===== src/hdl/bqf_pkg.sv =====
package bqf_pkg;

   localparam int MAX_SECTIONS = 3;
   localparam int SECTIONS     = 3;
   localparam int SEC_W        = (MAX_SECTIONS > 1) ? $clog2(MAX_SECTIONS) : 1;

   localparam int SAMPLE_W = 12;
   localparam int SIG_W    = 40;
   localparam int COEF_W   = 20;
   localparam int FRAC_W   = 16;
   localparam int FF_W     = 3 * COEF_W;
   localparam int FB_W     = 2 * COEF_W;
   localparam int PART_W   = COEF_W + 1;
   localparam int MUL_W    = COEF_W + PART_W;
   localparam int PROD_W   = MUL_W + 1;
   localparam int ACC_W    = PROD_W + COEF_W;

   localparam int CSR_IDX_W  = 3;
   localparam int CSR_DATA_W = FF_W;

   localparam int STEP_W    = 4;
   localparam int LAST_STEP = 11;

   typedef logic [SAMPLE_W-1:0]   sample_type;
   typedef logic [CSR_IDX_W-1:0]  csr_idx_type;
   typedef logic [CSR_DATA_W-1:0] csr_data_type;
   typedef logic [SEC_W-1:0]      sec_type;
   typedef logic [STEP_W-1:0]     step_type;

   typedef enum logic [CSR_IDX_W-1:0] {
      REG_BYPASS  = 3'd0,
      REG_SEC0_FF = 3'd1,
      REG_SEC0_FB = 3'd2,
      REG_SEC1_FF = 3'd3,
      REG_SEC1_FB = 3'd4,
      REG_SEC2_FF = 3'd5,
      REG_SEC2_FB = 3'd6
   } reg_idx_type;

   typedef struct packed {
      logic                                bypass;
      logic [MAX_SECTIONS-1:0][FF_W-1:0]   ff;
      logic [MAX_SECTIONS-1:0][FB_W-1:0]   fb;
   } cfg_type;

   typedef enum logic [2:0] {
      COEF_B0,
      COEF_B1,
      COEF_B2,
      COEF_A1,
      COEF_A2
   } coef_sel_type;

   typedef enum logic [1:0] {
      FIN_NONE,
      FIN_Y,
      FIN_D1,
      FIN_D2
   } fin_sel_type;

   typedef struct packed {
      logic         load_x;
      logic         load_out;
      logic         mul;
      coef_sel_type coef;
      logic         opnd_y;
      logic         hi;
      logic         neg;
      logic         clr;
      fin_sel_type  fin;
      sec_type      sec;
   } cmd_type;

endpackage


===== src/hdl/bqf_if.sv =====
interface bqf_req_if;
   import bqf_pkg::*;
   logic       valid;
   logic       ready;
   sample_type adc_sample;
   modport source (output valid, output adc_sample, input ready);
   modport sink   (input valid, input adc_sample, output ready);
endinterface

interface bqf_rsp_if;
   import bqf_pkg::*;
   logic       valid;
   logic       ready;
   sample_type dac_value;
   modport source (output valid, output dac_value, input ready);
   modport sink   (input valid, input dac_value, output ready);
endinterface

interface bqf_csr_if;
   import bqf_pkg::*;
   logic         valid;
   logic         ready;
   csr_idx_type  index;
   csr_data_type data;
   modport source (output valid, output index, output data, input ready);
   modport sink   (input valid, input index, input data, output ready);
endinterface


===== src/hdl/bqf_csr.sv =====
module bqf_csr (
   input  logic            clock,
   input  logic            reset,
   bqf_csr_if.sink         csr,
   output bqf_pkg::cfg_type cfg
);
   import bqf_pkg::*;

   cfg_type cfg_ff;

   assign csr.ready = 1'b1;
   assign cfg       = cfg_ff;

   always_ff @(posedge clock) begin
      if (reset) begin
         cfg_ff.bypass <= 1'b1;
         for (int s = 0; s < MAX_SECTIONS; s++) begin
            cfg_ff.ff[s] <= FF_W'(65536);
            cfg_ff.fb[s] <= '0;
         end
      end else if (csr.valid) begin
         case (csr.index)
            REG_BYPASS:  cfg_ff.bypass <= csr.data[0];
            REG_SEC0_FF: cfg_ff.ff[0]  <= csr.data[FF_W-1:0];
            REG_SEC0_FB: cfg_ff.fb[0]  <= csr.data[FB_W-1:0];
            REG_SEC1_FF: cfg_ff.ff[1]  <= csr.data[FF_W-1:0];
            REG_SEC1_FB: cfg_ff.fb[1]  <= csr.data[FB_W-1:0];
            REG_SEC2_FF: cfg_ff.ff[2]  <= csr.data[FF_W-1:0];
            REG_SEC2_FB: cfg_ff.fb[2]  <= csr.data[FB_W-1:0];
            default: ;
         endcase
      end
   end

endmodule


===== src/hdl/bqf_ctrl.sv =====
module bqf_ctrl (
   input  logic             clock,
   input  logic             reset,
   input  logic             req_valid,
   output logic             req_ready,
   output logic             rsp_valid,
   input  logic             rsp_ready,
   input  logic             bypass,
   output bqf_pkg::cmd_type cmd
);
   import bqf_pkg::*;

   typedef enum logic [1:0] {
      ST_IDLE,
      ST_RUN,
      ST_HOLD
   } state_type;

   state_type state_ff, state_in;
   step_type  step_ff, step_in;
   sec_type   sec_ff, sec_in;
   logic      rsp_valid_ff, rsp_valid_in;

   assign req_ready = (state_ff == ST_IDLE);
   assign rsp_valid = rsp_valid_ff;

   always_comb begin
      cmd          = '0;
      cmd.sec      = sec_ff;
      state_in     = state_ff;
      step_in      = step_ff;
      sec_in       = sec_ff;
      rsp_valid_in = rsp_valid_ff && !rsp_ready;
      case (state_ff)
         ST_IDLE: begin
            if (req_valid) begin
               cmd.load_x = 1'b1;
               step_in    = '0;
               sec_in     = '0;
               state_in   = bypass ? ST_HOLD : ST_RUN;
            end
         end
         ST_RUN: begin
            // per section: y, then d1, then d2, one product half per cycle
            case (step_ff)
               4'd0: begin
                  cmd.mul = 1'b1; cmd.coef = COEF_B0; cmd.clr = 1'b1;
               end
               4'd1: begin
                  cmd.mul = 1'b1; cmd.coef = COEF_B0; cmd.hi = 1'b1;
               end
               4'd2: begin
                  cmd.mul = 1'b1; cmd.coef = COEF_B1; cmd.clr = 1'b1;
               end
               4'd3: begin
                  cmd.mul = 1'b1; cmd.coef = COEF_B1; cmd.hi = 1'b1;
                  cmd.fin = FIN_Y;
               end
               4'd4: begin
                  cmd.mul = 1'b1; cmd.coef = COEF_A1; cmd.opnd_y = 1'b1;
                  cmd.neg = 1'b1;
               end
               4'd5: begin
                  cmd.mul = 1'b1; cmd.coef = COEF_A1; cmd.opnd_y = 1'b1;
                  cmd.neg = 1'b1; cmd.hi = 1'b1;
               end
               4'd6: begin
                  cmd.mul = 1'b1; cmd.coef = COEF_B2; cmd.clr = 1'b1;
               end
               4'd7: begin
                  cmd.mul = 1'b1; cmd.coef = COEF_B2; cmd.hi = 1'b1;
                  cmd.fin = FIN_D1;
               end
               4'd8: begin
                  cmd.mul = 1'b1; cmd.coef = COEF_A2; cmd.opnd_y = 1'b1;
                  cmd.neg = 1'b1;
               end
               4'd9: begin
                  cmd.mul = 1'b1; cmd.coef = COEF_A2; cmd.opnd_y = 1'b1;
                  cmd.neg = 1'b1; cmd.hi = 1'b1;
               end
               4'd11: cmd.fin = FIN_D2;
               default: ;
            endcase
            if (step_ff == STEP_W'(LAST_STEP)) begin
               step_in = '0;
               if (sec_ff == SEC_W'(SECTIONS - 1)) begin
                  state_in = ST_HOLD;
               end else begin
                  sec_in = sec_ff + 1'b1;
               end
            end else begin
               step_in = step_ff + 1'b1;
            end
         end
         ST_HOLD: begin
            if (!rsp_valid_ff || rsp_ready) begin
               cmd.load_out = 1'b1;
               rsp_valid_in = 1'b1;
               state_in     = ST_IDLE;
            end
         end
         default: state_in = ST_IDLE;
      endcase
   end

   always_ff @(posedge clock) begin
      if (reset) begin
         state_ff     <= ST_IDLE;
         step_ff      <= '0;
         sec_ff       <= '0;
         rsp_valid_ff <= 1'b0;
      end else begin
         state_ff     <= state_in;
         step_ff      <= step_in;
         sec_ff       <= sec_in;
         rsp_valid_ff <= rsp_valid_in;
      end
   end

endmodule


===== src/hdl/bqf_dp.sv =====
module bqf_dp (
   input  logic                clock,
   input  logic                reset,
   input  bqf_pkg::cmd_type    cmd,
   input  bqf_pkg::cfg_type    cfg,
   input  bqf_pkg::sample_type adc_sample,
   output bqf_pkg::sample_type dac_value
);
   import bqf_pkg::*;

   function automatic logic signed [SIG_W-1:0] sat40(input logic signed [SIG_W+6:0] v);
      logic signed [SIG_W+6:0] hi_lim;
      logic signed [SIG_W+6:0] lo_lim;
      hi_lim = (SIG_W+7)'({1'b0, {(SIG_W-1){1'b1}}});
      lo_lim = -hi_lim - 1;
      if (v > hi_lim) begin
         return {1'b0, {(SIG_W-1){1'b1}}};
      end else if (v < lo_lim) begin
         return {1'b1, {(SIG_W-1){1'b0}}};
      end
      return v[SIG_W-1:0];
   endfunction

   logic signed [SIG_W-1:0]  x_ff, x_in;
   logic signed [SIG_W-1:0]  y_ff, y_in;
   logic signed [SIG_W-1:0]  d1_ff [SECTIONS];
   logic signed [SIG_W-1:0]  d2_ff [SECTIONS];
   logic signed [PROD_W-1:0] prod_ff, prod_in;
   logic                     pmul_ff, phi_ff, pclr_ff;
   logic signed [ACC_W-1:0]  acc_ff, acc_in;
   sample_type               sample_ff;
   sample_type               dac_ff, dac_in;

   logic signed [COEF_W-1:0]  coef;
   logic signed [SIG_W-1:0]   opnd;
   logic signed [PART_W-1:0]  part;
   logic signed [MUL_W-1:0]   mul_res;
   logic signed [PROD_W-1:0]  mul_ext;
   logic signed [ACC_W-1:0]   addend;
   logic signed [SIG_W-1:0]   fin_add;
   logic signed [SIG_W+6:0]   fin_sum;
   logic signed [SIG_W-1:0]   fin_val;
   logic signed [SAMPLE_W:0]  centered;
   logic signed [SIG_W-FRAC_W:0] out_sum;

   assign dac_value = dac_ff;

   always_comb begin
      case (cmd.coef)
         COEF_B0: coef = cfg.ff[cmd.sec][COEF_W-1:0];
         COEF_B1: coef = cfg.ff[cmd.sec][2*COEF_W-1:COEF_W];
         COEF_B2: coef = cfg.ff[cmd.sec][3*COEF_W-1:2*COEF_W];
         COEF_A1: coef = cfg.fb[cmd.sec][COEF_W-1:0];
         COEF_A2: coef = cfg.fb[cmd.sec][2*COEF_W-1:COEF_W];
         default: coef = '0;
      endcase
      opnd    = cmd.opnd_y ? y_ff : x_ff;
      part    = cmd.hi ? {opnd[SIG_W-1], opnd[SIG_W-1:COEF_W]}
                       : {1'b0, opnd[COEF_W-1:0]};
      mul_res = coef * part;
      mul_ext = {mul_res[MUL_W-1], mul_res};
      prod_in = cmd.neg ? -mul_ext : mul_ext;
   end

   always_comb begin
      addend = phi_ff ? {prod_ff, {COEF_W{1'b0}}}
                      : {{COEF_W{prod_ff[PROD_W-1]}}, prod_ff};
      acc_in = acc_ff;
      if (pmul_ff) begin
         acc_in = (pclr_ff ? '0 : acc_ff) + addend;
      end
   end

   always_comb begin
      case (cmd.fin)
         FIN_Y:   fin_add = d1_ff[cmd.sec];
         FIN_D1:  fin_add = d2_ff[cmd.sec];
         default: fin_add = '0;
      endcase
      fin_sum = (SIG_W+7)'($signed(acc_ff[ACC_W-1:FRAC_W]))
              + (SIG_W+7)'(fin_add);
      fin_val = sat40(fin_sum);
   end

   always_comb begin
      centered = $signed({1'b0, adc_sample}) - (SAMPLE_W+1)'(2048);
      x_in     = x_ff;
      if (cmd.load_x) begin
         x_in = {{(SIG_W-FRAC_W-SAMPLE_W-1){centered[SAMPLE_W]}}, centered,
                 {FRAC_W{1'b0}}};
      end else if (cmd.fin == FIN_D2) begin
         x_in = y_ff;
      end
      y_in = (cmd.fin == FIN_Y) ? fin_val : y_ff;
   end

   always_comb begin
      out_sum = $signed({y_ff[SIG_W-1], y_ff[SIG_W-1:FRAC_W]})
              + (SIG_W-FRAC_W+1)'(2048);
      if (cfg.bypass) begin
         dac_in = sample_ff;
      end else if (out_sum < 0) begin
         dac_in = '0;
      end else if (out_sum > (SIG_W-FRAC_W+1)'(4095)) begin
         dac_in = '1;
      end else begin
         dac_in = out_sum[SAMPLE_W-1:0];
      end
   end

   always_ff @(posedge clock) begin
      x_ff    <= x_in;
      y_ff    <= y_in;
      prod_ff <= prod_in;
      phi_ff  <= cmd.hi;
      pclr_ff <= cmd.clr;
      acc_ff  <= acc_in;
      if (cmd.load_x) begin
         sample_ff <= adc_sample;
      end
      if (cmd.load_out) begin
         dac_ff <= dac_in;
      end
   end

   always_ff @(posedge clock) begin
      if (reset) begin
         pmul_ff <= 1'b0;
         for (int s = 0; s < SECTIONS; s++) begin
            d1_ff[s] <= '0;
            d2_ff[s] <= '0;
         end
      end else begin
         pmul_ff <= cmd.mul;
         if (cmd.fin == FIN_D1) begin
            d1_ff[cmd.sec] <= fin_val;
         end
         if (cmd.fin == FIN_D2) begin
            d2_ff[cmd.sec] <= fin_val;
         end
      end
   end

endmodule


===== src/hdl/cascaded_biquad_iir_filter_core.sv =====
// Cascaded biquad filter for 12-bit converter samples. Each request carries one
// sample (2048 = zero); the response is the filtered value plus 2048, clamped
// to 0..4095, or the sample unchanged while bypass is set. Up to three
// transposed direct form II sections run in Q23.16 with saturating sums and
// signed Q3.16 coefficients (b0/b1/b2 and a1/a2 packed per section). One
// 20x21-bit multiplier is shared by all products: each section runs ten product
// halves and then the final delay update, while a bypassed request skips the
// sections and goes straight to the response register. A new request is taken
// once the previous result sits in the response register. Delay state is held
// during bypass and cleared only by reset. Write registers only while no request
// is in flight.
module cascaded_biquad_iir_filter_core (
   input  logic      clock,
   input  logic      reset,
   bqf_req_if.sink   req,
   bqf_rsp_if.source rsp,
   bqf_csr_if.sink   csr
);
   import bqf_pkg::*;

   cfg_type cfg;
   cmd_type cmd;

   bqf_csr u_csr (
      .clock (clock),
      .reset (reset),
      .csr   (csr),
      .cfg   (cfg)
   );

   bqf_ctrl u_ctrl (
      .clock     (clock),
      .reset     (reset),
      .req_valid (req.valid),
      .req_ready (req.ready),
      .rsp_valid (rsp.valid),
      .rsp_ready (rsp.ready),
      .bypass    (cfg.bypass),
      .cmd       (cmd)
   );

   bqf_dp u_dp (
      .clock      (clock),
      .reset      (reset),
      .cmd        (cmd),
      .cfg        (cfg),
      .adc_sample (req.adc_sample),
      .dac_value  (rsp.dac_value)
   );

   a_accept_leaves_idle: assert property (@(posedge clock) disable iff (reset)
      req.valid && req.ready |=> !req.ready)
      else $error("request accepted but controller stayed idle");

   a_load_out_sets_valid: assert property (@(posedge clock) disable iff (reset)
      cmd.load_out |=> rsp.valid)
      else $error("result loaded without response valid");

   a_one_action: assert property (@(posedge clock) disable iff (reset)
      $onehot0({cmd.load_x, cmd.load_out, cmd.mul}))
      else $error("conflicting datapath commands");

   a_d2_no_mul: assert property (@(posedge clock) disable iff (reset)
      cmd.fin == FIN_D2 |-> !cmd.mul && $past(!cmd.mul))
      else $error("delay two update overlaps a pending product");

endmodule

===== src/flat_wrapper.sv =====
// flat-port wrapper written by rule: the top's interface ports become plain ports
module cascaded_biquad_iir_filter_core_flat import bqf_pkg::*;
  (clock, reset, req_valid, req_adc_sample, req_ready, rsp_valid, rsp_dac_value, rsp_ready, csr_valid, csr_index, csr_data, csr_ready);
  bqf_req_if req_i ();
  bqf_rsp_if rsp_i ();
  bqf_csr_if csr_i ();
  input  logic clock;
  input  logic reset;
  input wire logic [$bits(req_i.valid)-1:0] req_valid;
  input wire logic [$bits(req_i.adc_sample)-1:0] req_adc_sample;
  output wire logic [$bits(req_i.ready)-1:0] req_ready;
  output wire logic [$bits(rsp_i.valid)-1:0] rsp_valid;
  output wire logic [$bits(rsp_i.dac_value)-1:0] rsp_dac_value;
  input wire logic [$bits(rsp_i.ready)-1:0] rsp_ready;
  input wire logic [$bits(csr_i.valid)-1:0] csr_valid;
  input wire logic [$bits(csr_i.index)-1:0] csr_index;
  input wire logic [$bits(csr_i.data)-1:0] csr_data;
  output wire logic [$bits(csr_i.ready)-1:0] csr_ready;
  assign req_i.valid = req_valid;
  assign req_i.adc_sample = req_adc_sample;
  assign req_ready = req_i.ready;
  assign rsp_valid = rsp_i.valid;
  assign rsp_dac_value = rsp_i.dac_value;
  assign rsp_i.ready = rsp_ready;
  assign csr_i.valid = csr_valid;
  assign csr_i.index = csr_index;
  assign csr_i.data = csr_data;
  assign csr_ready = csr_i.ready;
  cascaded_biquad_iir_filter_core u_core (.clock(clock), .reset(reset), .req(req_i), .rsp(rsp_i), .csr(csr_i));
endmodule

===== config.mk =====
export PLATFORM = sky130hd
export DESIGN_NAME = cascaded_biquad_iir_filter_core_flat
export DESIGN_NICKNAME = d
export VERILOG_FILES = /design/src/hdl/bqf_pkg.sv /design/src/hdl/bqf_if.sv /design/src/hdl/bqf_csr.sv /design/src/hdl/bqf_ctrl.sv /design/src/hdl/bqf_dp.sv /design/src/hdl/cascaded_biquad_iir_filter_core.sv /design/src/flat_wrapper.sv
export SDC_FILE = /design/constraint.sdc
export NUM_CORES = 2
export LEC_CHECK = 0
export ABC_AREA = 1
export BUFFER_PORTS_ARGS = -buffer_cell sky130_fd_sc_hd__buf_2
export CAP_MARGIN = 15
export CORE_UTILIZATION = 55
export DETAILED_ROUTE_END_ITERATION = 12
export PLACE_DENSITY = 0.78
export SKIP_LAST_GASP = 1
export SLEW_MARGIN = 10
export SYNTH_ARGS = -nofsm -noshare
export SYNTH_HDL_FRONTEND = slang
export SYNTH_HIERARCHICAL = 1
export SYNTH_SLANG_ARGS = --single-unit

===== constraint.sdc =====
create_clock -name clock -period 9.3 [get_ports clock]
set_clock_uncertainty 0.1 [all_clocks]
set_input_delay 1.395 -clock clock [delete_from_list [all_inputs] [get_ports clock]]
set_output_delay 1.395 -clock clock [all_outputs]
set_load 0.02 [all_outputs]

---- Word level (Yosys, flattened, before mapping) ----
Memory sizes are Yosys's and may differ from the RTL's. A register that Yosys moved wholly into a read port is not among the register bits.
Index checks and enable logic that the tools add are counted.
cells by class
  $add $sub $neg .......................... 7
  multipliers ............................. 1
  div/mod/pow operators ................... 0
  $lt $le $gt $ge ......................... 5
  equal/unequal tests ..................... 31
  shift-type cells ........................ 0
  muxes and demuxes ....................... 64
  bitwise operators ....................... 1
  reductions and logical operators ........ 31
operator list
  kind                                                                            count
  40-bit 2-to-1 mux                                                               9
  60-bit binary-select mux with 2-bit select                                      1
  20-bit one-hot mux with 5 select lines                                          1
  40-bit binary-select mux with 2-bit select                                      1
  40-bit one-hot mux with 2 select lines                                          1
  40-bit OR reduction                                                             2
  62-bit adder                                                                    1
  62-bit 2-to-1 mux                                                               1
  61-bit 2-to-1 mux                                                               1
  60-bit 2-to-1 mux                                                               1
  46-bit by 40-bit adder with 47-bit output                                       1
  47-bit by 40-bit > comparator with 1-bit output, second input constant          1
  47-bit by 40-bit less-than comparator with 1-bit output, second input constant  1
  42-bit 2-to-1 mux                                                               1
  41-bit negator with 42-bit output                                               1
  20-bit by 21-bit multiplier with 41-bit output                                  1
  12-bit 2-to-1 mux                                                               3
  2-bit 2-to-1 mux                                                                14
  24-bit by 13-bit adder with 25-bit output, second input constant                1
  25-bit by 13-bit > comparator with 1-bit output, second input constant          1
  25-bit by 1-bit less-than comparator with 1-bit output, second input constant   1
  1-bit 2-to-1 mux                                                                21
  21-bit 2-to-1 mux                                                               1
  4-bit one-hot mux with 5 select lines                                           1
  other kinds (33)                                                                72
storage, ports and cells
  register bits after elaboration ......... 521
  bits in latches ......................... 0
  bits in writable memories ............... 240
  ROM bits ................................ 0
  input port bits ......................... 80
  logic and storage cells ................. 163
  memories kept ........................... 2
memories
  name               depth  width  rd ports  clocked after Yosys merged registers in  write ports  RTL line      source
  u_core.u_dp.d1_ff  3      40     1         1                                        3            bqf_dp.sv:26  logic signed [SIG_W-1:0] d1_ff [SECTIONS];
  u_core.u_dp.d2_ff  3      40     1         1                                        3            bqf_dp.sv:27  logic signed [SIG_W-1:0] d2_ff [SECTIONS];

---- Logic depth before layout (Yosys ltp) ----
  depth in word-level cells ............... 12
  depth in mapped cells ................... 52
  depth with buffers taken out ............ 50

---- Modules after synthesis ----
Netlist, hierarchy kept.
by module, submodules not included
  module    times used  cells an instance  area an instance (um^2)  seq. area each (um^2)
  bqf_dp    1           6364               49867.8                  15334.7
  bqf_csr   1           1713               11825.1                  6025.8
  bqf_ctrl  1           120                807.0                    180.2

---- Worst setup path after synthesis ----
OpenSTA, ideal clock, no wires.
  path kind ............................... flip-flop to flip-flop
  start point ............................. reg u_core.u_ctrl.step_ff[0]
  end point ............................... reg u_core.u_dp.prod_ff[35]
  setup time .............................. 0.113 ns
  data arrival time ....................... 8.513 ns
  data required time ...................... 9.087 ns
  path slack .............................. 0.574 ns
  stages on the path, launching flop included .. 46
  clock period less this slack ............ 8.726 ns
  cell sequence ........................... dfxtp_1 -> inv_1 -> ha_1 -> nor2_1 -> inv_1 -> nand3_1 -> a21oi_1 -> buf_4 -> buf_2 -> clkinv_1 -> nor2_1 -> nor3_1 -> inv_1 -> clkbuf_1 -> nor2_1 -> fa_1 -> inv_1 -> fa_1 -> [10 not listed] -> ha_1 -> nand2_1 -> inv_1 -> nand2_1 -> nand2_1 -> o21bai_1 -> a21oi_1 -> nand2_1 -> nand2_1 -> nand2_1 -> nor2_1 -> nand3_1 -> nor2_1 -> nand3_1 -> nand2_1 -> nand2_1 -> nand2_1 -> nand2_1
RTL lines
  element                 RTL line         source
  start, declared         bqf_ctrl.sv:20   step_type step_ff, step_in;
  start signal, assigned  bqf_ctrl.sv:115  step_ff <= step_in;
  end signal, assigned    bqf_dp.sv:114    prod_ff <= prod_in;
  end, declared           bqf_dp.sv:28     logic signed [PROD_W-1:0] prod_ff, prod_in;

==> impl_metrics.ini <==
[power_and_ir_drop]
p_switching_mw = 3.88
p_int_mw = 7.48
leakage_nw = 32.9
seqPwrFrac = 0.373
comb_power_share = 0.288
switching_share = 0.342
peakVddDrop_v = 0.000160
p_per_area_nw_per_um2 = 159
p_total_mw = 11.4
share_clk_of_total_power = 0.340

[placed_design]
io_buffers = 93
placed_area_um2 = 67200
gp_congestion = 1.03
dpl.hpwl_um = 157000
placedCellCount = 9845
place_ws_ps = -420

[layout]
postLayoutCoreUtil = 0.634
final_cell_mix = 1824 x nand2_1, 1201 x nor2_1, 1159 x inv_1
stdcell_count = 10000
design_area_um2 = 71400
layout-drive-gt1-share = 0.114
synthToLayoutAreaGrowth_pct = 14.2
final_nets = 9200
final_common_cell = nand2_1

[die]
fp-row-count = 123
die_y_um = 339
dieArea_um2 = 115000
initial_core_util = 0.555
io_pins = 95
die_w_um = 339
fp.coreArea_um2 = 113000

[critical_path]
rrSetupSlack_ps = 300
path_class = reg2reg
slowest_delay_ps = 600
cp-end-kind = register
r2r-start = u_core/u_ctrl/step_ff[1]
startpoint = u_core/u_ctrl/step_ff[1]
r2r_end = u_core/u_dp/prod_ff[39]
reg2regPathDepth = 46
start_kind = register
path_max_fanout = 13
crit_arrival_ps = 9460
crit_path_frequent_cell = nand2_1
path_depth = 46
worst-path-buf-inv = 14
crit_required_ps = 9760
endpoint = u_core/u_dp/prod_ff[39]
cp_top_family = adder cells
crit_slowest_cell = fa_1

[global_route]
grtUsageTotal = 0.368
grt_max_degree = 207
grt_antenna_before_repair = 4
grt_pass1_vias = 55200
grt_pass1_wl_um = 325000
grt_overflow = 0

[sta]
fmax_mhz = 111
worst_pin_slew_ps = 1230
rsz0062_at_grt = yes
fin_crit_sh = 0.968
slew_headroom = 0.180
hold_viol = 0
period_minus_slack_ps = 9000
holdWs_ps = 377
finalSetupViolCount = 0
setup-tns-final_ps = 0
drv_slew = 0
fin_ws_ps = 301

[clocking]
cts.clk_slew.worst_paths_ps = 60
clockBufferDepth = 3
htree_levels = 3
cts_inserted_buffers = 91
cts_tree = done
cts_root_buf = clkbuf_16
clock_latency_ps = 720
clock-sinks = 841

[yosys]
ys_seq_area_frac = 0.345
synth-edff-count = 470
synth.distinct_cells = 63
syn_inst = 8197
syn_area_per_cell_um2 = 7.62
ys_ff_latch = 841
async_flop_share = 0
synth_flop_cell = edfxtp_1
synth_nets = 8944
yosysWarningCount = 6
synthesis.area_um2 = 62500

[route]
detail-route-antenna-nets = 0
drt-total-wl_um = 215000
firstDrtPassIters = 7
vias_per_cell = 5.71
post_drt_wl_per_cell_um = 21.4
drc_errors = 0
vias = 57200
first_iter_violations = 6430

[outcome]
outcome = complete, no violations

[run]
cap_violations = 0

[worst_hold_path]
hold_path_class = reg2reg
kinds of logic after synthesis:
logic type,share of synthesized area
other,0.0000600
xor gates and xnor gates,0.0211
buffers and inverters,0.0984
DFF,0.345
adders and majority gates,0.186
and+or+nand+nor,0.264
AOI/OAI and AO/OA,0.0851
metal layers:
layer,track usage,up-vias,wire length [um]
met1,0.473,27100,81700
met3,0.0478,615,18300
met5,0,-,19
li1,-,26500,-
met2,0.593,2970,99400
met4,0.228,2,15300
state kept, by name, indices dropped and copies added, names as in the netlist:
register and flops:
u_core/u_ctrl/state_ff 2, u_core/u_ctrl/step_ff 4, u_core/u_dp/y_ff 40, u_core/u_csr/cfg 301, u_core/u_dp/dac_value 12, u_core/u_dp/x_ff 40, u_core/u_dp/pmul_ff 1, u_core/u_ctrl/sec_ff 2
u_core/u_dp/phi_ff 1, u_core/u_dp/acc_ff 62, u_core/u_dp/d2_ff 160, u_core/u_dp/d1_ff 160, u_core/u_dp/sample_ff 12, u_core/u_dp/prod_ff 42, u_core/u_ctrl/rsp_valid 1, u_core/u_dp/pclr_ff 1
layout make-up:
cell class,count,area (um^2)
tap,1500,1880
multi-input combinational,5774,35800
clock inverter,50,703
inverter,1200,4540
sequential,841,21600
timing repair buffer,545,4450
fill,9856,41200
antenna,1,2.50
clock buffer,119,2510
Yosys cell counts, drive strengths merged, types with 51 or more instances:
cell type | n | area, um^2
edfxtp | 470 | 14100
buf | 168 | 838
xor2 | 96 | 848
nand3 | 717 | 3600
fa | 441 | 8830
ha | 226 | 2830
nand2 | 1894 | 7240
nor2 | 1292 | 4890
nand4 | 51 | 319
clkbuf | 214 | 803
inv | 1184 | 4450
xnor2 | 54 | 473
dfxtp | 371 | 7430
a22oi | 80 | 601
a21oi | 498 | 2520
o21ai | 188 | 948
what timing repair did:
item,4_1_cts,5_1_grt
hold buffers,0,0
setup buffers,1,13
endpoints found under the setup margin,27,27
gates resized for setup,34,182
pin swaps,1,40
gates cloned,0,0
how the worst min path moves through the flow:
stage,cells after the start,to,slack [ps],start
final,2,u_core/u_dp/x_ff[10],380,u_core/u_dp/x_ff[10]
after global routing,2,u_core/u_dp/x_ff[13],390,u_core/u_dp/x_ff[13]
after CTS,2,u_core/u_dp/x_ff[1],370,u_core/u_dp/x_ff[1]
after detailed placement,2,u_core/u_dp/x_ff[10],360,u_core/u_dp/x_ff[10]
after global placement,2,u_core/u_csr/cfg[136],360,u_core/u_csr/cfg[136]
after floorplan,2,u_core/u_csr/cfg[136],340,u_core/u_csr/cfg[136]
worst min-delay path, stage by stage, from the launching register on:
cell     delay [ps]
dfxtp_1         300
inv_1            60
o22ai_1          70
power groups by stage:
stage	logic, mW	clock network, mW	registers, mW
after floorplan	1.84	0	4.29
after global placement	3.07	0	4.31
after detailed placement	3.08	0	4.32
after CTS	3.11	3.88	4.24
after global routing	3.51	4.02	4.25
final	3.27	3.86	4.24
Note: power is estimated with default switching activity, not from simulation.
